[src/hdl/wbmp_sd_pkg.sv]
// Shared types, codes and defaults for the WBMP stream decoder.
// Used by every module of the decoder; depends on nothing.

package wbmp_sd_pkg;

	localparam int DIM_BITS_DEF         = 16;
	localparam int MAX_VARINT_BYTES_DEF = 5;
	localparam int CMDQ_DEPTH_DEF       = 4;
	localparam int OUT_DIM_W            = 16;

	// Result kinds.
	localparam logic [1:0] KIND_PIXEL  = 2'd0;
	localparam logic [1:0] KIND_HEADER = 2'd1;
	localparam logic [1:0] KIND_ERROR  = 2'd2;

	// Error codes.
	localparam logic ERR_HDR_BYTE = 1'b0;
	localparam logic ERR_DIM      = 1'b1;

	localparam logic [7:0] PIX_WHITE = 8'hFF;
	localparam logic [7:0] PIX_BLACK = 8'h00;

	// One classified byte, as handed from the front to the back.
	typedef struct packed {
		logic [1:0]           kind;
		logic                 err;
		logic [7:0]           data;
		logic [OUT_DIM_W-1:0] w;
		logic [OUT_DIM_W-1:0] h;
		logic [2:0]           last_idx;  // index of the final pixel of the byte
		logic                 rend;      // final pixel closes a row
		logic                 iend;      // final pixel closes the image
	} cmd_t;

endpackage

[src/hdl/wbmp_sd_front.sv]
// Front end of the WBMP stream decoder: header parsing, dimension checks and
// row bookkeeping; emits one command per byte that yields results.
// Depends on wbmp_sd_pkg.

module wbmp_sd_front #(
	parameter int DIM_BITS         = wbmp_sd_pkg::DIM_BITS_DEF,
	parameter int MAX_VARINT_BYTES = wbmp_sd_pkg::MAX_VARINT_BYTES_DEF
) (
	input  logic               clk,
	input  logic               arst_n,
	input  logic               in_acc,
	input  logic [7:0]         in_byte,
	output logic               cmd_push,
	output wbmp_sd_pkg::cmd_t  cmd
);

	localparam int CNT_W = $clog2(MAX_VARINT_BYTES + 1);
	localparam int OW    = wbmp_sd_pkg::OUT_DIM_W;

	typedef enum logic [2:0] {
		PH_HDR0,
		PH_HDR1,
		PH_WID,
		PH_HGT,
		PH_DATA
	} phase_t;

	phase_t              phase_q;
	logic [DIM_BITS-1:0] acc_q;
	logic                ovf_q;
	logic [CNT_W-1:0]    cnt_q;
	logic [DIM_BITS-1:0] width_q;
	logic                wovf_q;
	logic [DIM_BITS-1:0] height_q;
	logic [DIM_BITS-1:0] col_q;
	logic [DIM_BITS-1:0] row_q;

	logic [DIM_BITS+6:0] shifted;
	logic [DIM_BITS-1:0] acc_next;
	logic                ovf_next;
	logic [CNT_W-1:0]    cnt_next;
	logic                vdone;
	logic                dim_bad;
	logic [DIM_BITS-1:0] rem;
	logic [DIM_BITS-1:0] rem_m1;
	logic                rend;
	logic [DIM_BITS:0]   row_p1;
	logic                iend;
	logic [OW-1:0]       w_out;
	logic [OW-1:0]       h_out;

	// Anything shifted past DIM_BITS makes the value too large for good.
	assign shifted  = {acc_q, in_byte[6:0]};
	assign acc_next = shifted[DIM_BITS-1:0];
	assign ovf_next = ovf_q | (|shifted[DIM_BITS+6:DIM_BITS]);
	assign cnt_next = cnt_q + CNT_W'(1);
	assign vdone    = !in_byte[7] || (cnt_next >= CNT_W'(MAX_VARINT_BYTES));
	assign dim_bad  = wovf_q || (width_q == '0) || ovf_next || (acc_next == '0);

	assign rem    = width_q - col_q;
	assign rem_m1 = rem - DIM_BITS'(1);
	assign rend   = rem <= DIM_BITS'(8);
	assign row_p1 = {1'b0, row_q} + (DIM_BITS+1)'(1);
	assign iend   = rend && (row_p1 >= {1'b0, height_q});

	generate
		if (DIM_BITS >= OW) begin : g_trunc
			assign w_out = width_q[OW-1:0];
			assign h_out = acc_next[OW-1:0];
		end else begin : g_ext
			assign w_out = {{(OW-DIM_BITS){1'b0}}, width_q};
			assign h_out = {{(OW-DIM_BITS){1'b0}}, acc_next};
		end
	endgenerate

	always_comb begin
		cmd          = '0;
		cmd.kind     = wbmp_sd_pkg::KIND_PIXEL;
		cmd.data     = in_byte;
		cmd.last_idx = rend ? rem_m1[2:0] : 3'd7;
		cmd.rend     = rend;
		cmd.iend     = iend;
		cmd_push     = 1'b0;
		case (phase_q)
			PH_HDR0, PH_HDR1: begin
				cmd.kind = wbmp_sd_pkg::KIND_ERROR;
				cmd.err  = wbmp_sd_pkg::ERR_HDR_BYTE;
				cmd_push = in_acc && (in_byte != 8'h00);
			end
			PH_HGT: begin
				if (dim_bad) begin
					cmd.kind = wbmp_sd_pkg::KIND_ERROR;
					cmd.err  = wbmp_sd_pkg::ERR_DIM;
				end else begin
					cmd.kind = wbmp_sd_pkg::KIND_HEADER;
					cmd.w    = w_out;
					cmd.h    = h_out;
				end
				cmd_push = in_acc && vdone;
			end
			PH_DATA: begin
				cmd_push = in_acc;
			end
			default: begin
				cmd_push = 1'b0;
			end
		endcase
	end

	always_ff @(posedge clk or negedge arst_n) begin
		if (!arst_n) begin
			phase_q  <= PH_HDR0;
			acc_q    <= '0;
			ovf_q    <= 1'b0;
			cnt_q    <= '0;
			width_q  <= '0;
			wovf_q   <= 1'b0;
			height_q <= '0;
			col_q    <= '0;
			row_q    <= '0;
		end else if (in_acc) begin
			case (phase_q)
				PH_HDR0: begin
					phase_q <= (in_byte != 8'h00) ? PH_HDR0 : PH_HDR1;
				end
				PH_HDR1: begin
					if (in_byte != 8'h00) begin
						phase_q <= PH_HDR0;
					end else begin
						phase_q <= PH_WID;
						acc_q   <= '0;
						ovf_q   <= 1'b0;
						cnt_q   <= '0;
					end
				end
				PH_WID: begin
					if (vdone) begin
						width_q <= acc_next;
						wovf_q  <= ovf_next;
						acc_q   <= '0;
						ovf_q   <= 1'b0;
						cnt_q   <= '0;
						phase_q <= PH_HGT;
					end else begin
						acc_q <= acc_next;
						ovf_q <= ovf_next;
						cnt_q <= cnt_next;
					end
				end
				PH_HGT: begin
					if (vdone) begin
						height_q <= acc_next;
						acc_q    <= '0;
						ovf_q    <= 1'b0;
						cnt_q    <= '0;
						col_q    <= '0;
						row_q    <= '0;
						phase_q  <= dim_bad ? PH_HDR0 : PH_DATA;
					end else begin
						acc_q <= acc_next;
						ovf_q <= ovf_next;
						cnt_q <= cnt_next;
					end
				end
				PH_DATA: begin
					if (iend) begin
						col_q   <= '0;
						row_q   <= '0;
						phase_q <= PH_HDR0;
					end else if (rend) begin
						col_q <= '0;
						row_q <= row_p1[DIM_BITS-1:0];
					end else begin
						col_q <= col_q + DIM_BITS'(8);
					end
				end
				default: begin
					phase_q <= PH_HDR0;
					acc_q   <= '0;
					ovf_q   <= 1'b0;
					cnt_q   <= '0;
					width_q <= '0;
					wovf_q  <= 1'b0;
					height_q <= '0;
					col_q   <= '0;
					row_q   <= '0;
				end
			endcase
		end
	end

	// While pixels are streaming the column always lies inside the row.
	a_col_in_row: assert property (@(posedge clk) disable iff (!arst_n)
		(phase_q == PH_DATA) |-> (col_q < width_q))
		else $error("column ran past the image width");

	a_cnt_bound: assert property (@(posedge clk) disable iff (!arst_n)
		cnt_q < CNT_W'(MAX_VARINT_BYTES))
		else $error("dimension byte count went past its limit");

endmodule

[src/hdl/wbmp_sd_cmdq.sv]
// Short command queue between the front and back of the WBMP decoder.
// Depends on wbmp_sd_pkg for the command type.

module wbmp_sd_cmdq #(
	parameter int DEPTH = wbmp_sd_pkg::CMDQ_DEPTH_DEF
) (
	input  logic              clk,
	input  logic              arst_n,
	input  logic              push,
	input  wbmp_sd_pkg::cmd_t wr_cmd,
	output logic              full,
	input  logic              pop,
	output wbmp_sd_pkg::cmd_t rd_cmd,
	output logic              empty
);

	localparam int AW = $clog2(DEPTH);

	wbmp_sd_pkg::cmd_t mem_q [DEPTH];
	logic [AW:0]       wr_ptr_q;
	logic [AW:0]       rd_ptr_q;

	assign empty  = (wr_ptr_q == rd_ptr_q);
	assign full   = (wr_ptr_q[AW-1:0] == rd_ptr_q[AW-1:0]) && (wr_ptr_q[AW] != rd_ptr_q[AW]);
	assign rd_cmd = mem_q[rd_ptr_q[AW-1:0]];

	always_ff @(posedge clk) begin
		if (push) begin
			mem_q[wr_ptr_q[AW-1:0]] <= wr_cmd;
		end
	end

	always_ff @(posedge clk or negedge arst_n) begin
		if (!arst_n) begin
			wr_ptr_q <= '0;
			rd_ptr_q <= '0;
		end else begin
			if (push) begin
				wr_ptr_q <= wr_ptr_q + (AW+1)'(1);
			end
			if (pop) begin
				rd_ptr_q <= rd_ptr_q + (AW+1)'(1);
			end
		end
	end

	a_no_overrun: assert property (@(posedge clk) disable iff (!arst_n)
		push |-> !full)
		else $error("command written into a full queue");

	a_no_underrun: assert property (@(posedge clk) disable iff (!arst_n)
		pop |-> !empty)
		else $error("command read from an empty queue");

endmodule

[src/hdl/wbmp_sd_back.sv]
// Back end of the WBMP decoder: expands each command into results, one per
// cycle unless stalled, into one output register. Depends on wbmp_sd_pkg.

module wbmp_sd_back (
	input  logic                                 clk,
	input  logic                                 arst_n,
	input  wbmp_sd_pkg::cmd_t                    head,
	input  logic                                 q_empty,
	output logic                                 q_pop,
	output logic                                 empty,
	input  logic                                 pop,
	output logic [1:0]                           kind,
	output logic [7:0]                           pixel,
	output logic                                 err_code,
	output logic [wbmp_sd_pkg::OUT_DIM_W-1:0]    img_width,
	output logic [wbmp_sd_pkg::OUT_DIM_W-1:0]    img_height,
	output logic                                 last_of_run,
	output logic                                 row_end,
	output logic                                 image_end
);

	logic [2:0] k_q;
	logic       out_valid_q;
	logic       fire;
	logic       is_pix;
	logic       final_res;

	assign is_pix    = (head.kind == wbmp_sd_pkg::KIND_PIXEL);
	assign final_res = !is_pix || (k_q == head.last_idx);
	assign fire      = !q_empty && (!out_valid_q || pop);
	assign q_pop     = fire && final_res;
	assign empty     = !out_valid_q;

	always_ff @(posedge clk or negedge arst_n) begin
		if (!arst_n) begin
			k_q         <= '0;
			out_valid_q <= 1'b0;
		end else begin
			if (fire) begin
				out_valid_q <= 1'b1;
				k_q         <= final_res ? 3'd0 : k_q + 3'd1;
			end else if (pop) begin
				out_valid_q <= 1'b0;
			end
		end
	end

	// Payload register; the pixel bits go out MSB first.
	always_ff @(posedge clk) begin
		if (fire) begin
			kind        <= head.kind;
			err_code    <= is_pix ? 1'b0 : head.err;
			img_width   <= is_pix ? '0 : head.w;
			img_height  <= is_pix ? '0 : head.h;
			last_of_run <= final_res;
			if (is_pix) begin
				pixel     <= head.data[3'd7 - k_q] ? wbmp_sd_pkg::PIX_WHITE
					: wbmp_sd_pkg::PIX_BLACK;
				row_end   <= final_res && head.rend;
				image_end <= final_res && head.iend;
			end else begin
				pixel     <= wbmp_sd_pkg::PIX_BLACK;
				row_end   <= 1'b0;
				image_end <= 1'b0;
			end
		end
	end

	a_k_in_range: assert property (@(posedge clk) disable iff (!arst_n)
		(!q_empty && is_pix) |-> (k_q <= head.last_idx))
		else $error("pixel index past the final pixel of the byte");

	a_mid_cmd_held: assert property (@(posedge clk) disable iff (!arst_n)
		(k_q != 3'd0) |-> !q_empty)
		else $error("command left the queue before all its pixels went out");

endmodule

[src/hdl/wbmp_stream_decoder_top.sv]
// Top level of the WBMP type-0 stream decoder: front, command queue, back.
// Depends on wbmp_sd_pkg, wbmp_sd_front, wbmp_sd_cmdq and wbmp_sd_back.
//
// Channel   Handshake          Payload
// input     push / full        in_byte
// result    empty / pop        kind, pixel, err_code, img_width, img_height,
//                              last_of_run, row_end, image_end
//
// One byte is taken per cycle while the command queue has room; a data byte
// then yields up to eight pixel results, one per cycle from the back end
// while the result side keeps popping. A result passes through the command
// queue and then the output register after its byte is taken. Reset is
// asynchronous and leaves the block waiting for the first header byte with
// nothing queued. A stalled result side fills the queue, then raises full.

module wbmp_stream_decoder_top #(
	parameter int DIM_BITS         = wbmp_sd_pkg::DIM_BITS_DEF,
	parameter int MAX_VARINT_BYTES = wbmp_sd_pkg::MAX_VARINT_BYTES_DEF,
	parameter int CMDQ_DEPTH       = wbmp_sd_pkg::CMDQ_DEPTH_DEF
) (
	input  logic                              clk,
	input  logic                              arst_n,
	input  logic                              push,
	output logic                              full,
	input  logic [7:0]                        in_byte,
	output logic                              empty,
	input  logic                              pop,
	output logic [1:0]                        kind,
	output logic [7:0]                        pixel,
	output logic                              err_code,
	output logic [wbmp_sd_pkg::OUT_DIM_W-1:0] img_width,
	output logic [wbmp_sd_pkg::OUT_DIM_W-1:0] img_height,
	output logic                              last_of_run,
	output logic                              row_end,
	output logic                              image_end
);

	logic              in_acc;
	logic              cmd_push;
	wbmp_sd_pkg::cmd_t cmd;
	wbmp_sd_pkg::cmd_t head;
	logic              q_empty;
	logic              q_pop;

	assign in_acc = push && !full;

	wbmp_sd_front #(
		.DIM_BITS         (DIM_BITS),
		.MAX_VARINT_BYTES (MAX_VARINT_BYTES)
	) u_front (
		.clk      (clk),
		.arst_n   (arst_n),
		.in_acc   (in_acc),
		.in_byte  (in_byte),
		.cmd_push (cmd_push),
		.cmd      (cmd)
	);

	wbmp_sd_cmdq #(
		.DEPTH (CMDQ_DEPTH)
	) u_cmdq (
		.clk    (clk),
		.arst_n (arst_n),
		.push   (cmd_push),
		.wr_cmd (cmd),
		.full   (full),
		.pop    (q_pop),
		.rd_cmd (head),
		.empty  (q_empty)
	);

	wbmp_sd_back u_back (
		.clk         (clk),
		.arst_n      (arst_n),
		.head        (head),
		.q_empty     (q_empty),
		.q_pop       (q_pop),
		.empty       (empty),
		.pop         (pop),
		.kind        (kind),
		.pixel       (pixel),
		.err_code    (err_code),
		.img_width   (img_width),
		.img_height  (img_height),
		.last_of_run (last_of_run),
		.row_end     (row_end),
		.image_end   (image_end)
	);

endmodule
[config.mk]
export PLATFORM = sky130hd
export DESIGN_NAME = wbmp_stream_decoder_top
export DESIGN_NICKNAME = d
export VERILOG_FILES = /design/src/hdl/wbmp_sd_pkg.sv /design/src/hdl/wbmp_sd_front.sv /design/src/hdl/wbmp_sd_cmdq.sv /design/src/hdl/wbmp_sd_back.sv /design/src/hdl/wbmp_stream_decoder_top.sv
export SDC_FILE = /design/constraint.sdc
export NUM_CORES = 1
export LEC_CHECK = 0
export BUFFER_PORTS_ARGS = -buffer_cell sky130_fd_sc_hd__buf_4
export CAP_MARGIN = 0
export CORE_MARGIN = 4
export CORE_UTILIZATION = 46
export CTS_CLUSTER_DIAMETER = 30
export DETAILED_ROUTE_END_ITERATION = 6
export GPL_TIMING_DRIVEN = 0
export SYNTH_ARGS = -nofsm -noshare
export SYNTH_HDL_FRONTEND = slang
export SYNTH_SLANG_ARGS = --single-unit
export TNS_END_PERCENT = 1
[constraint.sdc]
create_clock -name clk -period 12.1 [get_ports clk]
set_clock_uncertainty 0.05 [all_clocks]
set_input_delay 2.42 -clock clk [delete_from_list [all_inputs] [get_ports clk]]
set_output_delay 2.42 -clock clk [all_outputs]
set_load 0.01 [all_outputs]
## Word level (Yosys, flattened, before mapping)

Memory sizes are Yosys's and may differ from the RTL's.
Index checks and enable logic that the tools add are counted.

| storage, ports and cells | value |
|---|---|
| logic and storage cells | 135 |
| output and inout port bits | 48 |
| bits in writable memories | 192 |
| register bits | 144 |
| memories | 1 |

| cells by class | value |
|---|---|
| bitwise operators | 5 |
| add/subtract/negate cells | 9 |
| muxes and demuxes | 43 |
| reductions and logical operators | 39 |
| eq/ne operators | 13 |
| magnitude comparators | 4 |

Memory list:

| memory | words | width | rd ports | clocked after memory_dff | wr ports | RTL line | RTL |
|---|---|---|---|---|---|---|---|
| u_cmdq.mem_q | 4 | 48 | 1 | 0 | 1 | wbmp_sd_cmdq.sv:19 | `wbmp_sd_pkg::cmd_t mem_q [DEPTH];` |

Operator list:

| kind | number |
|---|---|
| $pmux W16 S3 | 3 |
| $mux W16 | 8 |
| $mux W32 | 2 |
| $pmux W16 S2 | 2 |
| $logic_not A16 Y1 | 2 |
| $mux W3 | 8 |
| $add A16 B1 Y17 const B | 1 |
| $ge A17 B16 Y1 | 1 |
| $add A16 B4 Y16 const B | 1 |
| $le A16 B4 Y1 const B | 1 |
| $sub A16 B16 Y16 | 1 |
| $pmux W3 S5 | 1 |
| $add A3 B1 Y3 const B | 4 |
| $reduce_and A3 Y1 | 4 |
| $mux W1 | 10 |
| $logic_and A1 B1 Y1 | 9 |
| $pmux W3 S3 | 1 |
| $mux W8 | 1 |
| $reduce_and A4 Y1 | 2 |
| $reduce_bool A8 Y1 | 1 |
| $reduce_or A4 Y1 | 2 |
| $reduce_or A7 Y1 | 1 |
| $eq A3 B2 Y1 const B | 2 |
| $eq A3 B3 Y1 | 2 |
| other kinds (25) | 43 |

## Logic depth before layout (Yosys ltp)

Gate-level depths: netlist of run 1.

| logic depth | value |
|---|---|
| depth after elaboration | 8 |
| gate-level depth with buffers | 20 |
| gate-level depth less buffers | 16 |

## Modules after synthesis

Synthesis of run 1 repeated with hierarchy kept, for this count alone.

| unflattened totals | value |
|---|---|
| cell total of the unflattened synthesis | 1,122 |
| area, all modules | 15,000.6 µm² |

By module, submodules not included:

| module | instances | area an instance (µm²) | cells each | sequential area each (µm²) |
|---|---|---|---|---|
| wbmp_sd_cmdq | 1 | 7,329.5 | 282 | 5,915.7 |
| wbmp_sd_front | 1 | 5,870.6 | 719 | 2,127.0 |
| wbmp_sd_back | 1 | 1,786.7 | 120 | 1,271.2 |
| wbmp_stream_decoder_top | 1 | 13.8 | 1 | 0.0 |

## Worst setup path after synthesis of run 1

Ideal clock, no wire load.

| path | value |
|---|---|
| kind | input to register |
| start point | in in_byte[7] |
| end point | mem u_cmdq.mem_q[3][0] in the netlist's numbering, enable pin |
| setup time | 0.457 ns |
| slack | 6.195 ns |
| cell stages on the path | 6 |
| buffers on the path | 0 |
| arrival | 5.398 ns |
| cell sequence | o21ai_1 > and3_1 > o21ba_2 > o21ai_0 > nand2_1 > nor2_1 |

| on the way | value |
|---|---|
| cells in the longest elaborated chain, start to end | 6 |
| elaborated cells on any way between the ends | 8 |
| classes of those cells | mux: 3; reduce/logical: 5 |

RTL lines:

| item | RTL line | RTL |
|---|---|---|
| from (decl) | wbmp_stream_decoder_top.sv:25 | `input logic [7:0] in_byte,` |
| parallel branches: the longest is 3 deep, another holds $reduce_bool A8 Y1 | n/a |  |
| $pmux W1 S3 (*) | wbmp_sd_front.sv:84 | `case (phase_q)` |
| $mux W1 (*) | wbmp_sd_cmdq.sv:28 | `if (push) begin` |
| $mux W1 (implied by the code) (*) | wbmp_sd_cmdq.sv:29 | `mem_q[wr_ptr_q[AW-1:0]] <= wr_cmd;` |
| to (decl) | wbmp_sd_cmdq.sv:19 |  |

Every way passes the cells marked *.

## Final worst setup path of run 1

| path | value |
|---|---|
| start point | in in_byte[7] |
| end point | mem u_cmdq.mem_q[3][13] in the netlist's numbering, enable pin |

The elaborated chain is that of the path after synthesis.

==> results of run 1 <==
-- cells in the final DEF (no fill, tap or decap), drive strengths merged, types with 10 or more instances in the layout --
cell        n
xor2       13
nor2       42
nand3      52
buf        87
ha         41
a21oi      20
nor3       19
o21ai      45
nor2b      34
a22o       28
xnor2      19
clkinv     13
inv        59
nand2      82
mux4       50
nand4      15
and3       16
edfxtp    231
and2       32
dfrtp      95
clkinvlp   10
clkbuf    122
-- Yosys cell counts, drive strengths merged (16+ instances only) --
cell type / number / area, um^2
nor2: 42 / 158
mux4: 50 / 1130
nor3: 19 / 95.1
nor2b: 34 / 213
o21ai: 45 / 236
edfxtp: 231 / 6940
xnor2: 19 / 166
dfrtp: 95 / 2380
and2: 32 / 200
a21oi: 20 / 100
and3: 16 / 101
nand2: 82 / 308
ha: 41 / 513
buf: 22 / 151
a22o: 28 / 245
inv: 53 / 199
nand3: 52 / 270
clkbuf: 40 / 160
-- sequential cells by signal, indices dropped and copies added (netlist names) --
signal and cells:
u_back.err_code 1, u_back.image_end 1, u_back.img_height 16, u_back.img_width 16
u_back.k_q 3, u_back.kind 2, u_back.last_of_run 1, u_back.out_valid_q 1
u_back.pixel 1, u_back.row_end 1, u_cmdq.mem_q 192, u_cmdq.rd_ptr_q 3
u_cmdq.wr_ptr_q 3, u_front.acc_q 16, u_front.cnt_q 3, u_front.col_q 13
u_front.height_q 16, u_front.ovf_q 1, u_front.phase_q 3, u_front.row_q 16
u_front.w_out 16, u_front.wovf_q 1
-- kinds of logic (layout without fill, tap and decap cells) --
| logic type | after synthesis | after routing | share of synthesized area |
|---|---|---|---|
| buf+inv | 115 | 294 | 0.0349 |
| simple gates | 322 | 322 | 0.113 |
| flops | 326 | 326 | 0.636 |
| xor+xnor | 32 | 32 | 0.0191 |
| compound gates | 157 | 157 | 0.0762 |
| fa+ha+maj | 41 | 41 | 0.0350 |
| mux | 62 | 62 | 0.0855 |
| other cells | 1 | 1 | 0.000256 |
-- critical path, delay by kind of cell --
family                 cells  cell delay (ns)
and+or+nand+nor            3             1.50
AOI/OAI and AO/OA          3             0.60
buffers and inverters      2             0.43
-- final cells by class --
| type | count | share of cell area |
|---|---|---|
| sequential | 326 | 0.521 |
| timing repair buffer | 65 | 0.0328 |
| clock inverter | 32 | 0.0192 |
| buffer | 62 | 0.0174 |
| clock buffer | 82 | 0.0991 |
| inverter | 53 | 0.0111 |
| multi-input combinational | 615 | 0.271 |
| tap | 402 | 0.0281 |
-- layer usage --
| layer | vias to the layer above | GRT usage |
|---|---|---|
| met5 | - | 0 |
| met1 | 4591 | 0.259 |
| li1 | 4260 | - |
| met2 | 269 | 0.312 |
| met3 | 38 | 0.0316 |
| met4 | 0 | 0.0489 |
-- report_power, final --
part	switching (W)	internal [W]	total, W
Clock	0.000564	0.00110	0.00166
Sequential	0.0000854	0.00153	0.00161
Combinational	0.000596	0.000481	0.00108
Total	0.00125	0.00311	0.00435
-- through the flow --
stage / std cells / hold slack, ns / power [W] / utilization
2_1_floorplan: 1056 / 0.389 / 0.00232 / -
3_3_place_gp: 1517 / 0.406 / 0.00268 / 0.495
3_5_place_dp: 1522 / 0.411 / 0.00272 / 0.500
4_1_cts: 1636 / 0.421 / 0.00441 / 0.567
5_1_grt: 1637 / 0.434 / 0.00457 / 0.568
6_report: 1637 / 0.426 / 0.00435 / 0.568
-- how the worst max path moves through the flow --
stage / startpoint / endpoint / slack [ns]
3_3_place_gp: in_byte[7] / u_cmdq.mem_q[3][5] / 4.14
6_report: in_byte[7] / u_cmdq.mem_q[3][13] / 7.30
3_5_place_dp: in_byte[7] / u_cmdq.mem_q[3][9] / 6.77
4_1_cts: in_byte[7] / u_cmdq.mem_q[3][9] / 7.35
2_1_floorplan: in_byte[7] / u_cmdq.mem_q[3][0] / 6.20
5_1_grt: in_byte[7] / u_cmdq.mem_q[3][9] / 7.17
==> results.py, run 1 <==
metrics = {
    "placed_design": {
        "gp_congestion": 0.867,
        "detailed_place_hpwl_um": 21300,
        "place_area_um2": 15700,
        "pre_cts_slack_ns": 6.77,
        "portBuffers": 59,
    },
    "timing": {
        "worst_pin_slew_ns": 0.991,
        "max_freq_ghz": 0.208,
        "fin_crit_sh": 0.396,
        "tns_ns": 0,
        "fin_ws_ns": 7.30,
        "setup_viol": 0,
        "rsz0062_at_grt": "no",
        "slew_headroom": 0.334,
        "slew_viol_final": 0,
        "finalCriticalPeriod_ns": 4.80,
        "hold_violations": 0,
    },
    "route": {
        "met3_length_um": 1830,
        "routed.top_layer": "met4",
        "firstDrtPassIters": 5,
        "wl_per_cell_um": 19.9,
        "wl_um": 32500,
        "viasPerCell": 5.59,
        "drtAntennaViolNets": 0,
        "route.met2.wl_um": 15900,
        "wl_met1_um": 14200,
        "dr.first_iter.drc_count": 740,
        "vias": 9158,
        "drc": 0,
    },
    "logic_synthesis": {
        "syn_nets": 1109,
        "synthArstFlopShare": 0.291,
        "syn_inst": 1056,
        "synth-main-ff-cell": "edfxtp_1",
        "syn_area_per_cell_um2": 13.9,
        "synth_seq_area_share": 0.636,
        "ys_warn_count": 0,
        "synth_seq_cells": 326,
        "synth_edf_count": 231,
        "syn_area_um2": 14600,
        "synth_cell_types": 69,
    },
    "worst_hold_path": {
        "hold_path_depth": 2,
        "hp-start": "u_front.wovf_q",
        "holdPathEnd": "u_front.wovf_q",
        "hp-class": "register to register",
    },
    "critical_path": {
        "critPathLaunchType": "input pin",
        "path_max_fanout": 26,
        "worstPathCellList": "buf_4 > o21ai_1 > and3_1 > o21ba_2 > o21ai_0 > nand2_1 > nor2_4 > buf_12",
        "reg2reg_to": "u_front.row_q[5]",
        "cp.arrival_ns": 5.01,
        "rrSetupSlack_ns": 7.56,
        "crit_required_ns": 12.31,
        "slowest_delay_ns": 0.85,
        "critical_path.endpoint_type": "register",
        "slowest_stage": "nor2_4",
        "path_class": "input pin to register",
        "timing.rr.start": "u_front.row_q[2]",
        "reg2regPathDepth": 18,
    },
    "cells_and_area": {
        "fillers": 2532,
        "final-seq-area_um2": 9310,
        "area_delta_synth_final_pct": 22.1,
        "nets": 1236,
        "layout-drive-gt1-share": 0.212,
        "fin_area_um2": 17900,
        "num_antenna_cells": 0,
        "multi_input_area_um2": 4850,
    },
    "power": {
        "p_per_area_nw_per_um2": 244,
        "ir_drop_mv": 0.119,
        "p_leak_nw": 6.96,
    },
    "clock_tree": {
        "holdBufCountCts": 0,
        "clk_path_buf_depth": 3,
        "clk_latency_ns": 0.58,
        "path_clk_slew_ns": 0.05,
        "cts.htree.levels": 2,
        "post-cts-setup-buffers": 0,
        "cts_sinks": 326,
        "root_buffer": "clkbuf_16",
        "cts_resized": 0,
        "cts_tree": "yes",
        "cts_made_buffers": 60,
    },
    "grt": {
        "grtUsageTotal": 0.187,
        "grt_pass1_wl_um": 52100,
        "grt_pass1_vias": 9275,
        "grt_overflow": 0,
        "grt_max_degree": 96,
        "antenna_found_initial": 0,
    },
    "floorplanning": {
        "core_area_um2": 31500,
        "fp.dieW_um": 186,
        "ios": 60,
        "dieHeight_um": 186,
        "rows": 65,
        "die-area_um2": 34700,
        "initial_core_util": 0.465,
    },
    "run_status": {
        "status": "finished, final reports clean",
    },
    "run": {
        "cap_violations": 0,
    },
}
Note: power is estimated with default switching activity, not from simulation.
==> run 2, diff against run 1 <==
==> constraint.sdc (replaced) <==
create_clock -name clk -period 4.8 [get_ports clk]
set_clock_uncertainty 0.05 [all_clocks]
set_input_delay 0.96 -clock clk [delete_from_list [all_inputs] [get_ports clk]]
set_output_delay 0.96 -clock clk [all_outputs]
set_load 0.01 [all_outputs]
==> results.py, run 2 (synthesis results as in run 1) <==
metrics = {
    "route": {
        "dr.first_iter.drc_count": 740,
        "firstDrtPassIters": 5,
        "drc": 0,
        "vias": 9152,
        "wl_um": 32500,
        "wl_per_cell_um": 19.9,
        "viasPerCell": 5.59,
        "drtAntennaViolNets": 0,
    },
    "floorplanning": {
        "dieHeight_um": 186,
        "ios": 60,
        "die-area_um2": 34700,
        "fp.dieW_um": 186,
        "rows": 65,
        "initial_core_util": 0.465,
        "core_area_um2": 31500,
    },
    "critical_path": {
        "path_delay_family": "compound AO/OA/AOI/OAI gates",
        "slowest_delay_ns": 0.49,
        "worstPathCellList": "buf_2 > and3_1 > and3_1 > clkbuf_1 > nand2_1 > or2_2 > clkbuf_1 > nor2_1 > xor2_1 > ha_1 > a21o_1 > a221oi_1 > a21oi_1 > a311oi_1 > clkbuf_2 > nand4_1 > mux2i_1 > a221o_1",
        "critPathBufInv": 4,
        "slowest_stage": "a311oi_1",
        "path_class": "register to register",
        "crit_required_ns": 5.22,
        "critPathLaunchType": "register",
        "cp.arrival_ns": 4.75,
        "critical_path.endpoint_type": "register",
        "crit_path_start": "u_front.row_q[2]",
        "timing.rr.start": "u_front.row_q[2]",
        "path_max_fanout": 10,
    },
    "power": {
        "p_int_w": 0.00785,
        "switchingPower_w": 0.00315,
        "clockPowerShare": 0.381,
        "ir_drop_mv": 0.300,
        "p_total_w": 0.0110,
        "switching_share": 0.286,
        "p_comb_frac": 0.248,
        "p_leak_nw": 6.96,
        "pwr-share-seq": 0.371,
        "p_per_area_nw_per_um2": 615,
    },
    "placed_design": {
        "portBuffers": 59,
        "detailed_place_hpwl_um": 21300,
        "gp_congestion": 0.867,
    },
    "cells_and_area": {
        "layout-drive-gt1-share": 0.213,
        "fin_util": 0.568,
        "final-seq-area_um2": 9310,
        "multi_input_area_um2": 4850,
        "final_common_cell": "edfxtp_1",
        "area_delta_synth_final_pct": 22.1,
        "num_antenna_cells": 0,
        "nets": 1236,
        "layout_common_cells": "edfxtp_1 (231), dfrtp_1 (95), nand2_1 (82)",
        "largest_reg_flops": 192,
        "fillers": 2532,
    },
    "clock_tree": {
        "clk_path_buf_depth": 3,
        "path_clk_slew_ns": 0.05,
        "cts_sinks": 326,
        "cts_made_buffers": 60,
        "cts.htree.levels": 2,
        "clk_latency_ns": 0.58,
        "cts_tree": "yes",
        "root_buffer": "clkbuf_16",
        "holdBufCountCts": 0,
    },
    "grt": {
        "grt_pass1_vias": 9275,
        "antenna_found_initial": 0,
        "grt_overflow": 0,
        "grt_pass1_wl_um": 52100,
        "grtUsageTotal": 0.187,
        "grt_max_degree": 96,
    },
    "timing": {
        "fin_crit_sh": 0.901,
        "hold_ws_ns": 0.363,
        "max_freq_ghz": 0.231,
        "slew_viol_final": 0,
        "setup_viol": 0,
        "slew_headroom": 0.334,
        "rsz0062_at_grt": "no",
        "worst_pin_slew_ns": 0.991,
        "hold_violations": 0,
        "finalCriticalPeriod_ns": 4.33,
    },
    "run": {
        "cap_violations": 0,
    },
    "worst_hold_path": {
        "hp-class": "input pin to asynchronous set/reset pin",
    },
    "run_status": {
        "status": "finished, final reports clean",
    },
}
[run 2: cell counts in the layout (fill, tap and decap cells not counted)]
Identical to the previous run, type by type.
[run 2: power by group through the flow]
stage | clock network, W | registers [W] | logic (W)
floorplan | 0 | 0.00418 | 0.00168
global placement | 0 | 0.00416 | 0.00263
detailed placement | 0 | 0.00412 | 0.00276
CTS | 0.00426 | 0.00409 | 0.00278
global route | 0.00442 | 0.00415 | 0.00299
finish | 0.00419 | 0.00408 | 0.00273
[run 2: stage by stage]
step | setup TNS (ns) | setup WS [ns] | cells | instance area [um^2]
2_1_floorplan | 0 | 0.355 | 1056 | 14600
3_3_place_gp | -317.62 | -1.70 | 1517 | 15600
3_5_place_dp | 0 | 0.271 | 1522 | 15700
4_1_cts | 0 | 0.257 | 1636 | 17800
5_1_grt | 0 | 0.140 | 1637 | 17900
6_report | 0 | 0.474 | 1637 | 17900
[run 2: area by class of cell]
class	instances	area share
clock buffer	82	0.0990
tap	402	0.0281
inverter	53	0.0111
buffer	62	0.0175
sequential	326	0.521
timing repair buffer	65	0.0328
clock inverter	32	0.0192
multi-input combinational	615	0.271
[run 2: worst paths after layout]
| check | cells after the start | endpoint | slack, ns |
|---|---|---|---|
| worst max-delay path | 18 | u_front.row_q[5] | 0.47 |
| worst min-delay path | 1 | u_back.k_q[0] | 0.36 |
| worst max register to register | 18 | u_front.row_q[5] | 0.47 |
| worst min register to register | 2 | u_front.wovf_q | 0.43 |
| max in group asynchronous | 2 | u_front.acc_q[2] | 3.65 |
| min in group clk | 2 | u_front.wovf_q | 0.43 |
[run 2: worst reg2reg max path: cells and delay by family (launching register included)]
family                     cells  cell delay (ns)
AOI/OAI and AO/OA              5             1.19
xor gates and xnor gates       1             0.24
adders and majority gates      1             0.29
buffers and inverters          4             1.00
DFF                            1             0.31
muxes                          1             0.15
and+or+nand+nor                6             1.04
[run 2: repair_timing]
action,4_1_cts,5_1_grt
gates resized for setup,0,2
setup endpoints to repair,0,3
buffers inserted,0,0
[run 2: routing by layer]
| metal | global-route usage | up-vias | routed length, um | part of all wire |
|---|---|---|---|---|
| met4 | 0.0489 | 0 | 566 | 0.017 |
| met1 | 0.259 | 4591 | 14200 | 0.44 |
| li1 | - | 4261 | - | - |
| met2 | 0.312 | 262 | 15900 | 0.49 |
| met5 | 0 | - | 0 | 0 |
| met3 | 0.0316 | 38 | 1810 | 0.056 |
==> run 3, diff against run 2 <==
--- a/config.mk
+++ b/config.mk
@@ -12,6 +12,7 @@
 export CTS_CLUSTER_DIAMETER = 30
 export DETAILED_ROUTE_END_ITERATION = 6
 export GPL_TIMING_DRIVEN = 0
+export PLACE_DENSITY_LB_ADDON = 0.1
 export SYNTH_ARGS = -nofsm -noshare
 export SYNTH_HDL_FRONTEND = slang
 export SYNTH_SLANG_ARGS = --single-unit
==> constraint.sdc (replaced) <==
create_clock -name clk -period 4.8 [get_ports clk]
set_clock_uncertainty 0.05 [all_clocks]
set_input_delay 0.48 -clock clk [delete_from_list [all_inputs] [get_ports clk]]
set_output_delay 0.48 -clock clk [all_outputs]
set_load 0.01 [all_outputs]
==> results.py, run 3 (synthesis results as in run 1) <==
metrics = {
    "route": {
        "wl_um": 32600,
        "wl_met1_um": 15000,
        "met3_length_um": 1360,
        "firstDrtPassIters": 5,
        "drtAntennaViolNets": 0,
        "drc": 0,
        "viasPerCell": 5.43,
        "vias": 8972,
        "routed.top_layer": "met4",
        "wl_per_cell_um": 19.7,
        "dr.first_iter.drc_count": 577,
        "route.met2.wl_um": 15400,
    },
    "clock_tree": {
        "clk_latency_ns": 0.57,
        "cts.htree.levels": 3,
        "path_clk_slew_ns": 0.05,
        "holdBufCountCts": 0,
        "cts_tree": "yes",
        "cts_sinks": 326,
        "clk_path_buf_depth": 3,
        "root_buffer": "clkbuf_16",
        "cts_made_buffers": 70,
    },
    "cells_and_area": {
        "largest_reg_flops": 192,
        "final_common_cell": "edfxtp_1",
        "nets": 1246,
        "num_antenna_cells": 0,
        "layout_common_cells": "edfxtp_1 (231), dfrtp_1 (95), nand2_1 (82)",
        "layout-drive-gt1-share": 0.223,
        "fillers": 2477,
        "fin_util": 0.580,
        "area_delta_synth_final_pct": 24.7,
        "stdcell_count": 1651,
    },
    "floorplanning": {
        "dieHeight_um": 186,
        "die-area_um2": 34700,
        "fp.dieW_um": 186,
        "initial_core_util": 0.465,
        "core_area_um2": 31500,
        "ios": 60,
        "rows": 65,
    },
    "timing": {
        "worst_pin_slew_ns": 1.26,
        "slew_viol_final": 0,
        "hold_violations": 0,
        "finalCriticalPeriod_ns": 4.31,
        "max_freq_ghz": 0.232,
        "slew_headroom": 0.163,
        "setup_viol": 0,
        "hold_ws_ns": 0.127,
        "rsz0062_at_grt": "no",
        "fin_crit_sh": 0.898,
    },
    "power": {
        "p_leak_nw": 7.16,
        "ir_drop_mv": 0.272,
        "p_per_area_nw_per_um2": 644,
        "p_total_w": 0.0118,
    },
    "critical_path": {
        "path_max_fanout": 10,
        "timing.rr.start": "u_front.row_q[2]",
        "critPathLaunchType": "register",
        "crit_required_ns": 5.22,
        "critical_path.endpoint_type": "register",
        "path_class": "register to register",
        "rrSetupSlack_ns": 0.49,
        "cp.arrival_ns": 4.73,
        "reg2regPathDepth": 18,
        "reg2reg_to": "u_front.row_q[12]",
    },
    "grt": {
        "grt_max_degree": 96,
        "antenna_found_initial": 2,
        "grt_pass1_vias": 9253,
        "grt_overflow": 0,
        "grtUsageTotal": 0.190,
        "grt_pass1_wl_um": 52600,
    },
    "worst_hold_path": {
        "hp-class": "input pin to register",
        "hold_path_depth": 1,
        "hp-start": "in_byte[7]",
        "holdPathEnd": "u_cmdq.mem_q[3][44]",
    },
    "placed_design": {
        "gp_congestion": 0.882,
        "detailed_place_hpwl_um": 21800,
        "place_inst": 1523,
        "portBuffers": 59,
    },
    "run_status": {
        "status": "finished, final reports clean",
    },
    "run": {
        "cap_violations": 0,
    },
}
## run 3: cell types whose count changed in the layout (fill, tap and decap cells not counted), sizes merged
cell | previous run | this run
clkinv | 13 | 14
clkbuf | 122 | 129
bufinv | 3 | 9
inv | 59 | 64
clkinvlp | 10 | 5
## run 3: how the worst max path moves through the flow
stage / slack, ns / cells past startpoint / from / endpoint
after floorplan: 0.45 / 9 / u_front.cnt_q[0] / u_cmdq.mem_q[3][0]
after global placement: -1.59 / 9 / u_front.cnt_q[0] / u_cmdq.mem_q[3][32]
after detailed placement: 0.25 / 14 / u_front.row_q[0] / u_front.row_q[12]
after CTS: 0.21 / 14 / u_front.row_q[0] / u_front.row_q[12]
after global routing: 0.15 / 14 / u_front.row_q[0] / u_front.row_q[12]
final: 0.49 / 18 / u_front.row_q[2] / u_front.row_q[12]
## run 3: where the power goes
part,internal [W],total (W),switching (W)
Sequential,0.00386,0.00406,0.000205
Combinational,0.00123,0.00274,0.00151
Clock,0.00338,0.00495,0.00158
## run 3: critical path: stages (launching register included)
cell and delay, ns:
dfrtp_1 0.32, buf_2 0.18, and3_1 0.19, and3_1 0.15, clkbuf_1 0.25, nand2_1 0.10
or2_2 0.28, clkbuf_1 0.18, nor2_1 0.17, xor2_1 0.24, ha_1 0.29, a21o_1 0.16
a221oi_1 0.30, a21oi_1 0.12, a311oi_2 0.41, clkbuf_2 0.38, nand4_1 0.14, mux2i_1 0.19
a221o_1 0.13
## run 3: final cells by class
| type | count | area, um^2 | share of cell area |
|---|---|---|---|
| timing repair buffer | 65 | 586 | 0.0321 |
| clock inverter | 39 | 557 | 0.0305 |
| tap | 402 | 503 | 0.0275 |
| sequential | 326 | 9310 | 0.510 |
| inverter | 53 | 199 | 0.0109 |
| buffer | 62 | 313 | 0.0171 |
| multi-input combinational | 615 | 4850 | 0.266 |
| clock buffer | 89 | 1940 | 0.106 |
## run 3: routing by layer
metal / vias to the layer above / track usage
met2: 218 / 0.306
met4: 0 / 0.0646
met1: 4419 / 0.265
met5: - / 0
li1: 4273 / -
met3: 62 / 0.0342
## run 3: timing repair
item                       in CTS  in global routing
buffers inserted                0                  0
gates resized for setup         0                  3
setup endpoints to repair       0                  9
## run 3: stage by stage
stage | setup slack, ns | cell area (um^2) | setup TNS [ns]
after global routing | 0.152 | 18300 | 0
after CTS | 0.205 | 18300 | 0
after detailed placement | 0.255 | 15800 | 0
after global placement | -1.59 | 15600 | -298.46
final | 0.488 | 18300 | 0
after floorplan | 0.452 | 14600 | 0
